==> src/rtl/lcdns_pkg.sv <==
// Shared types, command constants and the byte table for the LCD nibble sequencer.
package lcdns_pkg;

  localparam int unsigned INIT_LEN      = 30;
  localparam int unsigned STEP_W        = $clog2(INIT_LEN);
  localparam int unsigned LINES_DEF     = 3;
  localparam int unsigned COLUMNS_DEF   = 16;
  localparam logic [3:0]  CONTRAST_RST  = 4'd11;

  localparam logic [7:0] CMD_CLEAR      = 8'h01;
  localparam logic [7:0] CMD_CURSOR_ON  = 8'h0F;
  localparam logic [7:0] CMD_CURSOR_OFF = 8'h0C;
  localparam logic [7:0] CMD_EXT_SET    = 8'h29;
  localparam logic [7:0] CMD_NORM_SET   = 8'h28;
  localparam logic [3:0] CMD_CONTRAST_H = 4'h7;
  localparam logic [3:0] NIB_WAKE       = 4'h2;

  // Position of the contrast triple in the init byte table.
  localparam logic [3:0] SEQ_CONTRAST   = 4'd9;

  typedef enum logic [2:0] {
    MODE_INIT       = 3'd0,
    MODE_CMD        = 3'd1,
    MODE_DATA       = 3'd2,
    MODE_POS        = 3'd3,
    MODE_CONTRAST   = 3'd4,
    MODE_CLEAR      = 3'd5,
    MODE_CURSOR_ON  = 3'd6,
    MODE_CURSOR_OFF = 3'd7
  } mode_t;

  typedef struct packed {
    mode_t      mode;
    logic [7:0] byte_value;
    logic [1:0] line;
    logic [4:0] column;
    logic [4:0] contrast_level;
  } request_t;

  typedef struct packed {
    logic       action;
    logic [3:0] nibble;
    logic       reg_select;
    logic       read_not_write;
    logic       last;
  } lcd_event_t;

  // Setup commands of init, then the contrast triple.
  function automatic logic [7:0] seq_byte(input logic [3:0] k, input logic [3:0] level);
    logic [7:0] b;
    case (k)
      4'd0:    b = 8'h29;
      4'd1:    b = 8'h15;
      4'd2:    b = 8'h54;
      4'd3:    b = 8'h6E;
      4'd4:    b = 8'h7B;
      4'd5:    b = 8'h28;
      4'd6:    b = 8'h0F;
      4'd7:    b = 8'h01;
      4'd8:    b = 8'h06;
      4'd9:    b = CMD_EXT_SET;
      4'd10:   b = {CMD_CONTRAST_H, level};
      4'd11:   b = CMD_NORM_SET;
      default: b = 8'h00;
    endcase
    return b;
  endfunction

endpackage

==> src/rtl/char_lcd_nibble_sequencer_top.sv <==
// Top level of the LCD nibble sequencer: request register, step counter, output word register.
//
//  channel | valid / stall        | payload
//  --------+----------------------+----------------------------------------------------
//  request | req_valid / req_stall| mode, byte_value, line, column, contrast_level
//  event   | evt_valid / evt_stall| action, nibble, reg_select, read_not_write, last
//  config  | cfg_wr_en            | cfg_wr_data (init_contrast)
//
// One event word leaves per cycle while the output is not stalled and a request is held;
// a request has 2 events for a byte, 6 for contrast, 30 for init and none if rejected.
// The step counter over the held request counts those events. The next request is
// taken in the cycle its predecessor's last word enters the output register.
// rst is synchronous and clears the valids, the step counter and init_contrast (11).
// An output stall holds the output word and the step count.
module char_lcd_nibble_sequencer_top
  import lcdns_pkg::*;
#(
  parameter int unsigned LINES   = LINES_DEF,
  parameter int unsigned COLUMNS = COLUMNS_DEF
) (
  input  logic       clk,
  input  logic       rst,
  input  logic       cfg_wr_en,
  input  logic [3:0] cfg_wr_data,
  input  logic       req_valid,
  output logic       req_stall,
  input  logic [2:0] mode,
  input  logic [7:0] byte_value,
  input  logic [1:0] line,
  input  logic [4:0] column,
  input  logic [4:0] contrast_level,
  output logic       evt_valid,
  input  logic       evt_stall,
  output logic       action,
  output logic [3:0] nibble,
  output logic       reg_select,
  output logic       read_not_write,
  output logic       last
);

  logic [3:0]        init_contrast;
  logic              hold_valid;
  request_t          hold;
  logic [STEP_W-1:0] step;
  logic [STEP_W-1:0] step_next;
  lcd_event_t        evt_cur;
  lcd_event_t        evt_reg;
  logic              empty;
  logic              out_take;
  logic              fire;
  logic              done;
  logic              req_accept;

  lcdns_event_gen #(
    .LINES   (LINES),
    .COLUMNS (COLUMNS)
  ) u_gen (
    .req           (hold),
    .step          (step),
    .init_contrast (init_contrast),
    .evt           (evt_cur),
    .empty         (empty)
  );

  assign out_take   = ~evt_valid | ~evt_stall;
  assign fire       = hold_valid & ~empty & out_take;
  assign done       = hold_valid & (empty | (out_take & evt_cur.last));
  assign req_stall  = hold_valid & ~done;
  assign req_accept = req_valid & ~req_stall;

  always_comb begin
    if (done || !hold_valid) begin
      step_next = '0;
    end else if (fire) begin
      step_next = step + STEP_W'(1);
    end else begin
      step_next = step;
    end
  end

  always_ff @(posedge clk) begin
    if (rst) begin
      init_contrast <= CONTRAST_RST;
      hold_valid    <= 1'b0;
      step          <= '0;
      evt_valid     <= 1'b0;
    end else begin
      if (cfg_wr_en) begin
        init_contrast <= cfg_wr_data;
      end
      if (!hold_valid || done) begin
        hold_valid <= req_valid;
      end
      step <= step_next;
      if (out_take) begin
        evt_valid <= fire;
      end
    end
  end

  always_ff @(posedge clk) begin
    if (req_accept) begin
      hold <= '{mode: mode_t'(mode), byte_value: byte_value, line: line,
                column: column, contrast_level: contrast_level};
    end
    if (fire) begin
      evt_reg <= evt_cur;
    end
  end

  assign action         = evt_reg.action;
  assign nibble         = evt_reg.nibble;
  assign reg_select     = evt_reg.reg_select;
  assign read_not_write = evt_reg.read_not_write;
  assign last           = evt_reg.last;

`ifndef SYNTH
  a_step_range: assert property (@(posedge clk) disable iff (rst)
    hold_valid |-> step <= STEP_W'(INIT_LEN - 1))
    else $error("step count past the end of the init run");

  a_step_idle: assert property (@(posedge clk) disable iff (rst)
    !hold_valid |-> step == '0)
    else $error("step count not cleared while idle");

  a_step_restart: assert property (@(posedge clk) disable iff (rst)
    req_accept |=> step == '0)
    else $error("new request did not start at step zero");

  a_reset_pulse: assert property (@(posedge clk) disable iff (rst)
    (evt_valid && !action) |-> (!last && nibble == 4'h0 && !reg_select && !read_not_write))
    else $error("reset pulse word carries data or ends the run");
`endif

endmodule

==> src/rtl/lcdns_event_gen.sv <==
// Decodes the held request and step count into one pin event.
module lcdns_event_gen
  import lcdns_pkg::*;
#(
  parameter int unsigned LINES   = LINES_DEF,
  parameter int unsigned COLUMNS = COLUMNS_DEF
) (
  input  request_t          req,
  input  logic [STEP_W-1:0] step,
  input  logic [3:0]        init_contrast,
  output lcd_event_t        evt,
  output logic              empty
);

  logic [STEP_W-1:0] init_ofs;
  logic [3:0]        k;
  logic [3:0]        level;
  logic [7:0]        byte_out;
  logic              high_half;
  logic              pos_bad;

  assign init_ofs = step - STEP_W'(6);
  assign pos_bad  = ({1'b0, req.line} >= 3'(LINES)) || (req.column >= 5'(COLUMNS));

  always_comb begin
    k         = '0;
    level     = req.contrast_level[3:0];
    byte_out  = req.byte_value;
    high_half = ~step[0];
    empty     = 1'b0;
    evt       = '{action: 1'b1, nibble: 4'h0, reg_select: 1'b0,
                  read_not_write: 1'b0, last: step[0]};
    unique case (req.mode)
      MODE_INIT: begin
        level     = init_contrast;
        k         = init_ofs[4:1];
        high_half = ~init_ofs[0];
        byte_out  = seq_byte(k, level);
        evt.last  = (step == STEP_W'(INIT_LEN - 1));
      end
      MODE_CMD: begin
        byte_out = req.byte_value;
      end
      MODE_DATA: begin
        byte_out       = req.byte_value;
        evt.reg_select = 1'b1;
      end
      MODE_POS: begin
        byte_out = {2'b10, req.line, req.column[3:0]};
        empty    = pos_bad;
      end
      MODE_CONTRAST: begin
        k        = SEQ_CONTRAST + {2'b00, step[2:1]};
        byte_out = seq_byte(k, level);
        evt.last = (step == STEP_W'(5));
        empty    = req.contrast_level[4];
      end
      MODE_CLEAR:      byte_out = CMD_CLEAR;
      MODE_CURSOR_ON:  byte_out = CMD_CURSOR_ON;
      MODE_CURSOR_OFF: byte_out = CMD_CURSOR_OFF;
    endcase

    evt.nibble = high_half ? byte_out[7:4] : byte_out[3:0];

    // Init opens with the reset pulse, wake strobes and busy reads.
    if (req.mode == MODE_INIT) begin
      if (step == '0) begin
        evt.action = 1'b0;
        evt.nibble = 4'h0;
      end else if (step <= STEP_W'(3)) begin
        evt.nibble = NIB_WAKE;
      end else if (step <= STEP_W'(5)) begin
        evt.nibble         = 4'h0;
        evt.reg_select     = 1'b1;
        evt.read_not_write = 1'b1;
      end
    end
  end

endmodule
==> config.mk <==
export PLATFORM = sky130hd
export DESIGN_NAME = char_lcd_nibble_sequencer_top
export DESIGN_NICKNAME = d
export VERILOG_FILES = /design/src/rtl/lcdns_pkg.sv /design/src/rtl/char_lcd_nibble_sequencer_top.sv /design/src/rtl/lcdns_event_gen.sv
export SDC_FILE = /design/constraint.sdc
export NUM_CORES = 1
export LEC_CHECK = 0
export BUFFER_PORTS_ARGS = -buffer_cell sky130_fd_sc_hd__buf_2
export CAP_MARGIN = 20
export CORE_UTILIZATION = 30
export CTS_CLUSTER_SIZE = 8
export DETAILED_ROUTE_END_ITERATION = 12
export PLACE_DENSITY_LB_ADDON = 0.2
export SLEW_MARGIN = 20
export SYNTH_ARGS = -nofsm -noshare
export SYNTH_HDL_FRONTEND = slang
export SYNTH_HIERARCHICAL = 1
export SYNTH_SLANG_ARGS = --single-unit
==> constraint.sdc <==
create_clock -name clk -period 4.4 [get_ports clk]
set_input_delay 0.66 -clock clk [delete_from_list [all_inputs] [get_ports clk]]
set_output_delay 0.66 -clock clk [all_outputs]
set_load 0.01 [all_outputs]
==> impl_metrics.ini, run 1 <==
[run_status]
status = finished with violations
violations = DRC

[routing]
wl_um = 4269
ant_nets = 0
drt_iter0_markers = 132
avgRoutedWirePerCell_um = 14.37
first_pass_iters = 8
drc = 6
route.vias.total = 1544
avgViaCountPerCell = 5.199

[synthesis]
synth_cell_types = 49
synth.avg_cell_area_um2 = 11.08
synth-edff-count = 31
synth-async-reset-ratio_pct = 0
ys_ff_latch = 42
synth_top_area_share_pct = 46.15
syn_inst = 182
syn_nets = 215
yosys.area.top_type = edfxtp_1
yosys-top-cells-count = edfxtp_1, a21oi_1, dfxtp_1
yosysMostFrequentCell = edfxtp_1
syn-cell-area_um2 = 2017
synth.area.top_cells = edfxtp_1, dfxtp_1, a21oi_1
synth_ff_type = edfxtp_1
ys_warn_count = 6
ys_seq_area_share_pct = 57.07

[sta]
finalSetupTns_ns = 0
fin_skew_ns = 0.007462
slew_headroom_pct = 55.96
worst_pin_slew_ns = 0.6593
rsz0062_at_grt = no
finalHoldViolCount = 0
setup_viol = 0
layout_setup_ws_ns = 1.381
layout_min_cycle_time_ns = 3.019
post-route-period-util_pct = 68.62
max_freq_mhz = 331.2
maxSlewViolCount = 0

[placement]
routabilityCongestion = 0.8039
portBuffers = 41
preCtsSetupSlack_ns = 1.302
place_hpwl_um = 3003
placed_cells = 289
placed_area_um2 = 2253

[finish]
area_growth_pct = 16.07
finish.utilization_pct = 36.45
final_cell_area_um2 = 2341
drive_gt1_share_pct = 26.36
final_nets = 252
instances_no_fill = 297
num_antenna_cells = 0

[pwr]
power_per_cell_area_nw_per_um2 = 336.7
leakage_uw = 0.0008449
ir_drop_mv = 0.1318

[worst_setup_path]
endpoint_kind = output pin
cp_max_fo = 15
startpoint = hold[20]
crit_path_start_kind = flop
r2r_start = hold[20]
crit_arrival_ns = 2.36
worstPathRequired_ns = 3.74
r2r_setup_slack_ns = 1.62
crit_type = flop to output pin

[clock_network]
insertion_delay_ns = 0.30
cts_setup_buffers = 0
numCtsBuffers = 5
cts.clk_slew.worst_paths_ns = 0.08
cts_root_buffer = clkbuf_8
clock_sinks = 42
hold_buffers = 0
cts_max_level = 2
cts_buffer_depth = 2
postCtsResizedCells = 0
cts_tree = done

[global_routing]
first_global_vias = 1463
met3_usage_pct = 3.462
grt_overflow = 0
grt_max_degree = 24
grt_pass1_wl_um = 6989
antenna_found_initial = 0
met1_usage_pct = 16.91
grt_busiest_layer = met2
track_usage_pct = 12.75
globalRouteMet2Util_pct = 19.90

[floorplanning]
fp.dieW_um = 84.00
pin_count = 42
initial_core_util_pct = 31.40
die-area_um2 = 7055
placementRows = 29
dieHeight_um = 84.00
coreArea_um2 = 6422

[worst_hold_path]
min_path_type = flop to flop
hold_start = init_contrast[2]

[run]
cap_violations = 0
-- registers in the layout, summed over array words and instances, names as in the netlist --
signal and count:
action 1, evt_valid 1, hold 23, hold_valid 1, init_contrast 4, last 1
nibble 4, read_not_write 1, reg_select 1, step 5
-- layer usage --
layer	routed length, µm	up-vias
met5	0	-
met4	65	0
met3	213	6
met2	1966	44
met1	2024	725
li1	-	769
-- cells in the final DEF (no fill, tap or decap), types with 2 or more instances in the layout --
cell,n
o22ai_1,3
nand2b_1,5
or4_1,3
a21oi_1,19
o211ai_1,2
o31ai_1,6
mux2_1,2
a31oi_1,3
clkbuf_8,5
o21ai_1,7
a211o_1,5
nand3_1,5
nand2_1,7
a211oi_1,3
inv_1,6
o21ai_0,10
nor2b_1,7
dfxtp_1,11
buf_2,41
nand4_1,2
edfxtp_1,31
clkinv_2,2
mux2i_1,2
nor2_1,7
-- cell type report --
class,instances,area [µm²]
fill,632,4081
sequential,42,1151
multi-input combinational,122,779.5
timing repair buffer,41,205.2
tap,77,96.34
clock buffer,6,72.57
inverter,7,26.28
clock inverter,2,10.01
-- where the power goes --
group | switching, µW | internal, µW | leakage, µW | total (µW)
sequential | 15.5 | 452 | 0.000386 | 468
clock | 131 | 110 | 0.0000450 | 241
combinational | 43.4 | 35.4 | 0.000413 | 78.8
total | 190 | 598 | 0.000845 | 788
-- kinds of logic after synthesis --
logic type | after synthesis | share of synthesized area (%)
compound gates | 65 | 20.22
simple gates | 50 | 14.39
flops | 42 | 57.07
buf+inv | 18 | 4.653
mux | 4 | 2.109
fa+ha+maj | 2 | 1.117
xor+xnor | 1 | 0.4343
-- path summary, 6_finish.rpt --
path / endpoint / depth (start not counted)
max: req_stall / 6
min: init_contrast[2] / 2
max reg2reg: hold[15] / 5
min reg2reg: init_contrast[2] / 2
-- metrics by stage --
stage / total power, µW / hold WS, ns
finish: 788.3 / 0.5263
global route: 831.2 / 0.5113
CTS: 798.5 / 0.5224
detailed placement: 556.5 / 0.5146
global placement: 555.2 / 0.5037
floorplan: 523.3 / 0.4486
-- worst max-delay path, cell delays in order, from the launching register on --
cell      delay, ns
edfxtp_1       0.72
nor2_2         0.16
nand3_1        0.12
o31ai_1        0.09
nand2b_1       0.37
a21oi_1        0.40
buf_2          0.21
No activity file was read; power rests on OpenSTA's default activity.
==> inputs of run 2 (changes only) <==
clock period = 3.2 ns   (was 4.4 ns; I/O delays follow)
==> run 2 against run 1 <==
Net effect:
- the flow still finishes with violations (DRC)
- die area unchanged
- clock skew about the same
- sequential cell count unchanged
- routed wire length decreased by 2.5%
- first-iteration DRC count decreased by 37%
- global-route usage decreased by 0.29 points
- design area increased by 1.5%
- power increased by 48%
- via count decreased by 0.97%
- final cell count increased by 0.67%
- register-to-register slack got worse by 0.92 ns
==> impl_metrics.ini, run 2 (same netlist as run 1, synthesis figures left out) <==
[worst_setup_path]
cp_max_fo = 15
worstPathRequired_ns = 2.72
endpoint_kind = output pin
crit_arrival_ns = 2.22
crit_path_start_kind = flop
crit_type = flop to output pin

[routing]
ant_nets = 0
avgRoutedWirePerCell_um = 13.92
wl_um = 4161
drc = 6
first_pass_iters = 8
avgViaCountPerCell = 5.114
route.vias.total = 1529
drt_iter0_markers = 83

[pwr]
ir_drop_mv = 0.2106
power_per_cell_area_nw_per_um2 = 489.1
leakage_uw = 0.0008640
power_uw = 1163

[sta]
finalSetupTns_ns = 0
setup_viol = 0
fin_skew_ns = 0.007256
layout_min_cycle_time_ns = 2.697
rsz0062_at_grt = no
max_freq_mhz = 370.7
maxSlewViolCount = 0
slew_headroom_pct = 59.38
post-route-period-util_pct = 84.29
worst_pin_slew_ns = 0.6071
finalHoldViolCount = 0

[global_routing]
antenna_found_initial = 0
track_usage_pct = 12.47
met3_usage_pct = 3.363
grt_max_degree = 24
grt_overflow = 0
met1_usage_pct = 16.31
grt_busiest_layer = met2
globalRouteMet2Util_pct = 19.90
grt_pass1_wl_um = 6886
first_global_vias = 1421

[finish]
top_register = hold
largestRegisters = hold: 23 flops, step: 5 flops
final_nets = 254
mostFrequentLayoutCells = buf_2, edfxtp_1, a21oi_1
area_growth_pct = 17.87
num_antenna_cells = 0
drive_gt1_share_pct = 27.48
finish.utilization_pct = 37.02
final_common_cell = buf_2
largest_reg_flops = 23
instances_no_fill = 299

[placement]
placed_cells = 291
place_hpwl_um = 3044
routabilityCongestion = 0.8063
portBuffers = 41

[floorplanning]
pin_count = 42
coreArea_um2 = 6422
initial_core_util_pct = 31.40
fp.dieW_um = 84.00
placementRows = 29
dieHeight_um = 84.00
die-area_um2 = 7055

[clock_network]
hold_buffers = 0
postCtsResizedCells = 0
insertion_delay_ns = 0.29
cts_tree = done
numCtsBuffers = 5
cts_setup_buffers = 0
cts.clk_slew.worst_paths_ns = 0.08
cts_root_buffer = clkbuf_8
clock_sinks = 42
cts_max_level = 2
cts_buffer_depth = 2

[run_status]
status = finished with violations
violations = DRC

[worst_hold_path]
min_path_type = input port to flop

[run]
cap_violations = 0
-- run 2: changes by cell type in the layout (fill, tap and decap cells not counted), sizes merged --
cell,before,now
buf,41,43
bufinv,0,1
clkbuf,6,5
-- run 2: path summary, 6_finish.rpt --
kind / slack, ns / end / start / cells after the start
max: 0.50 / req_stall / hold[21] / 6
min: 0.36 / hold[13] / byte_value[1] / 1
max reg2reg: 0.70 / hold[3] / hold[21] / 7
min reg2reg: 0.53 / init_contrast[2] / init_contrast[2] / 2
-- run 2: worst max-delay path: stages, from the launching register on --
cell and delay [ns]:
edfxtp_1 0.69, nor2_2 0.18, nand3_1 0.12, o31ai_1 0.08, nand2b_1 0.35, a21oi_1 0.31, buf_2 0.19
-- run 2: final cells by class --
class | count | area (µm²)
tap | 77 | 96.34
fill | 638 | 4045
sequential | 42 | 1151
clock inverter | 3 | 40.04
inverter | 7 | 26.28
clock buffer | 5 | 68.82
multi-input combinational | 122 | 774.5
timing repair buffer | 43 | 220.2
-- run 2: through the flow --
stage	hold slack (ns)	setup WS, ns	cell area (µm²)
after detailed placement	0.5206	0.6992	2268
after global placement	0.5017	0.7401	2268
after CTS	0.3428	0.5038	2377
final	0.3577	0.5026	2377
after floorplan	0.4486	0.3357	2017
after global routing	0.3324	0.2611	2377
-- run 2: where the power goes --
| group | internal (µW) | switching [µW] |
|---|---|---|
| sequential | 622 | 21.5 |
| clock | 230 | 181 |
| combinational | 49.3 | 59.6 |
-- run 2: routing by layer --
| metal | routed length, µm | part of all wire (%) |
|---|---|---|
| met2 | 1994 | 48 |
| met1 | 1941 | 47 |
| met5 | 0 | 0 |
| met3 | 202 | 4.9 |
| met4 | 21 | 0.50 |
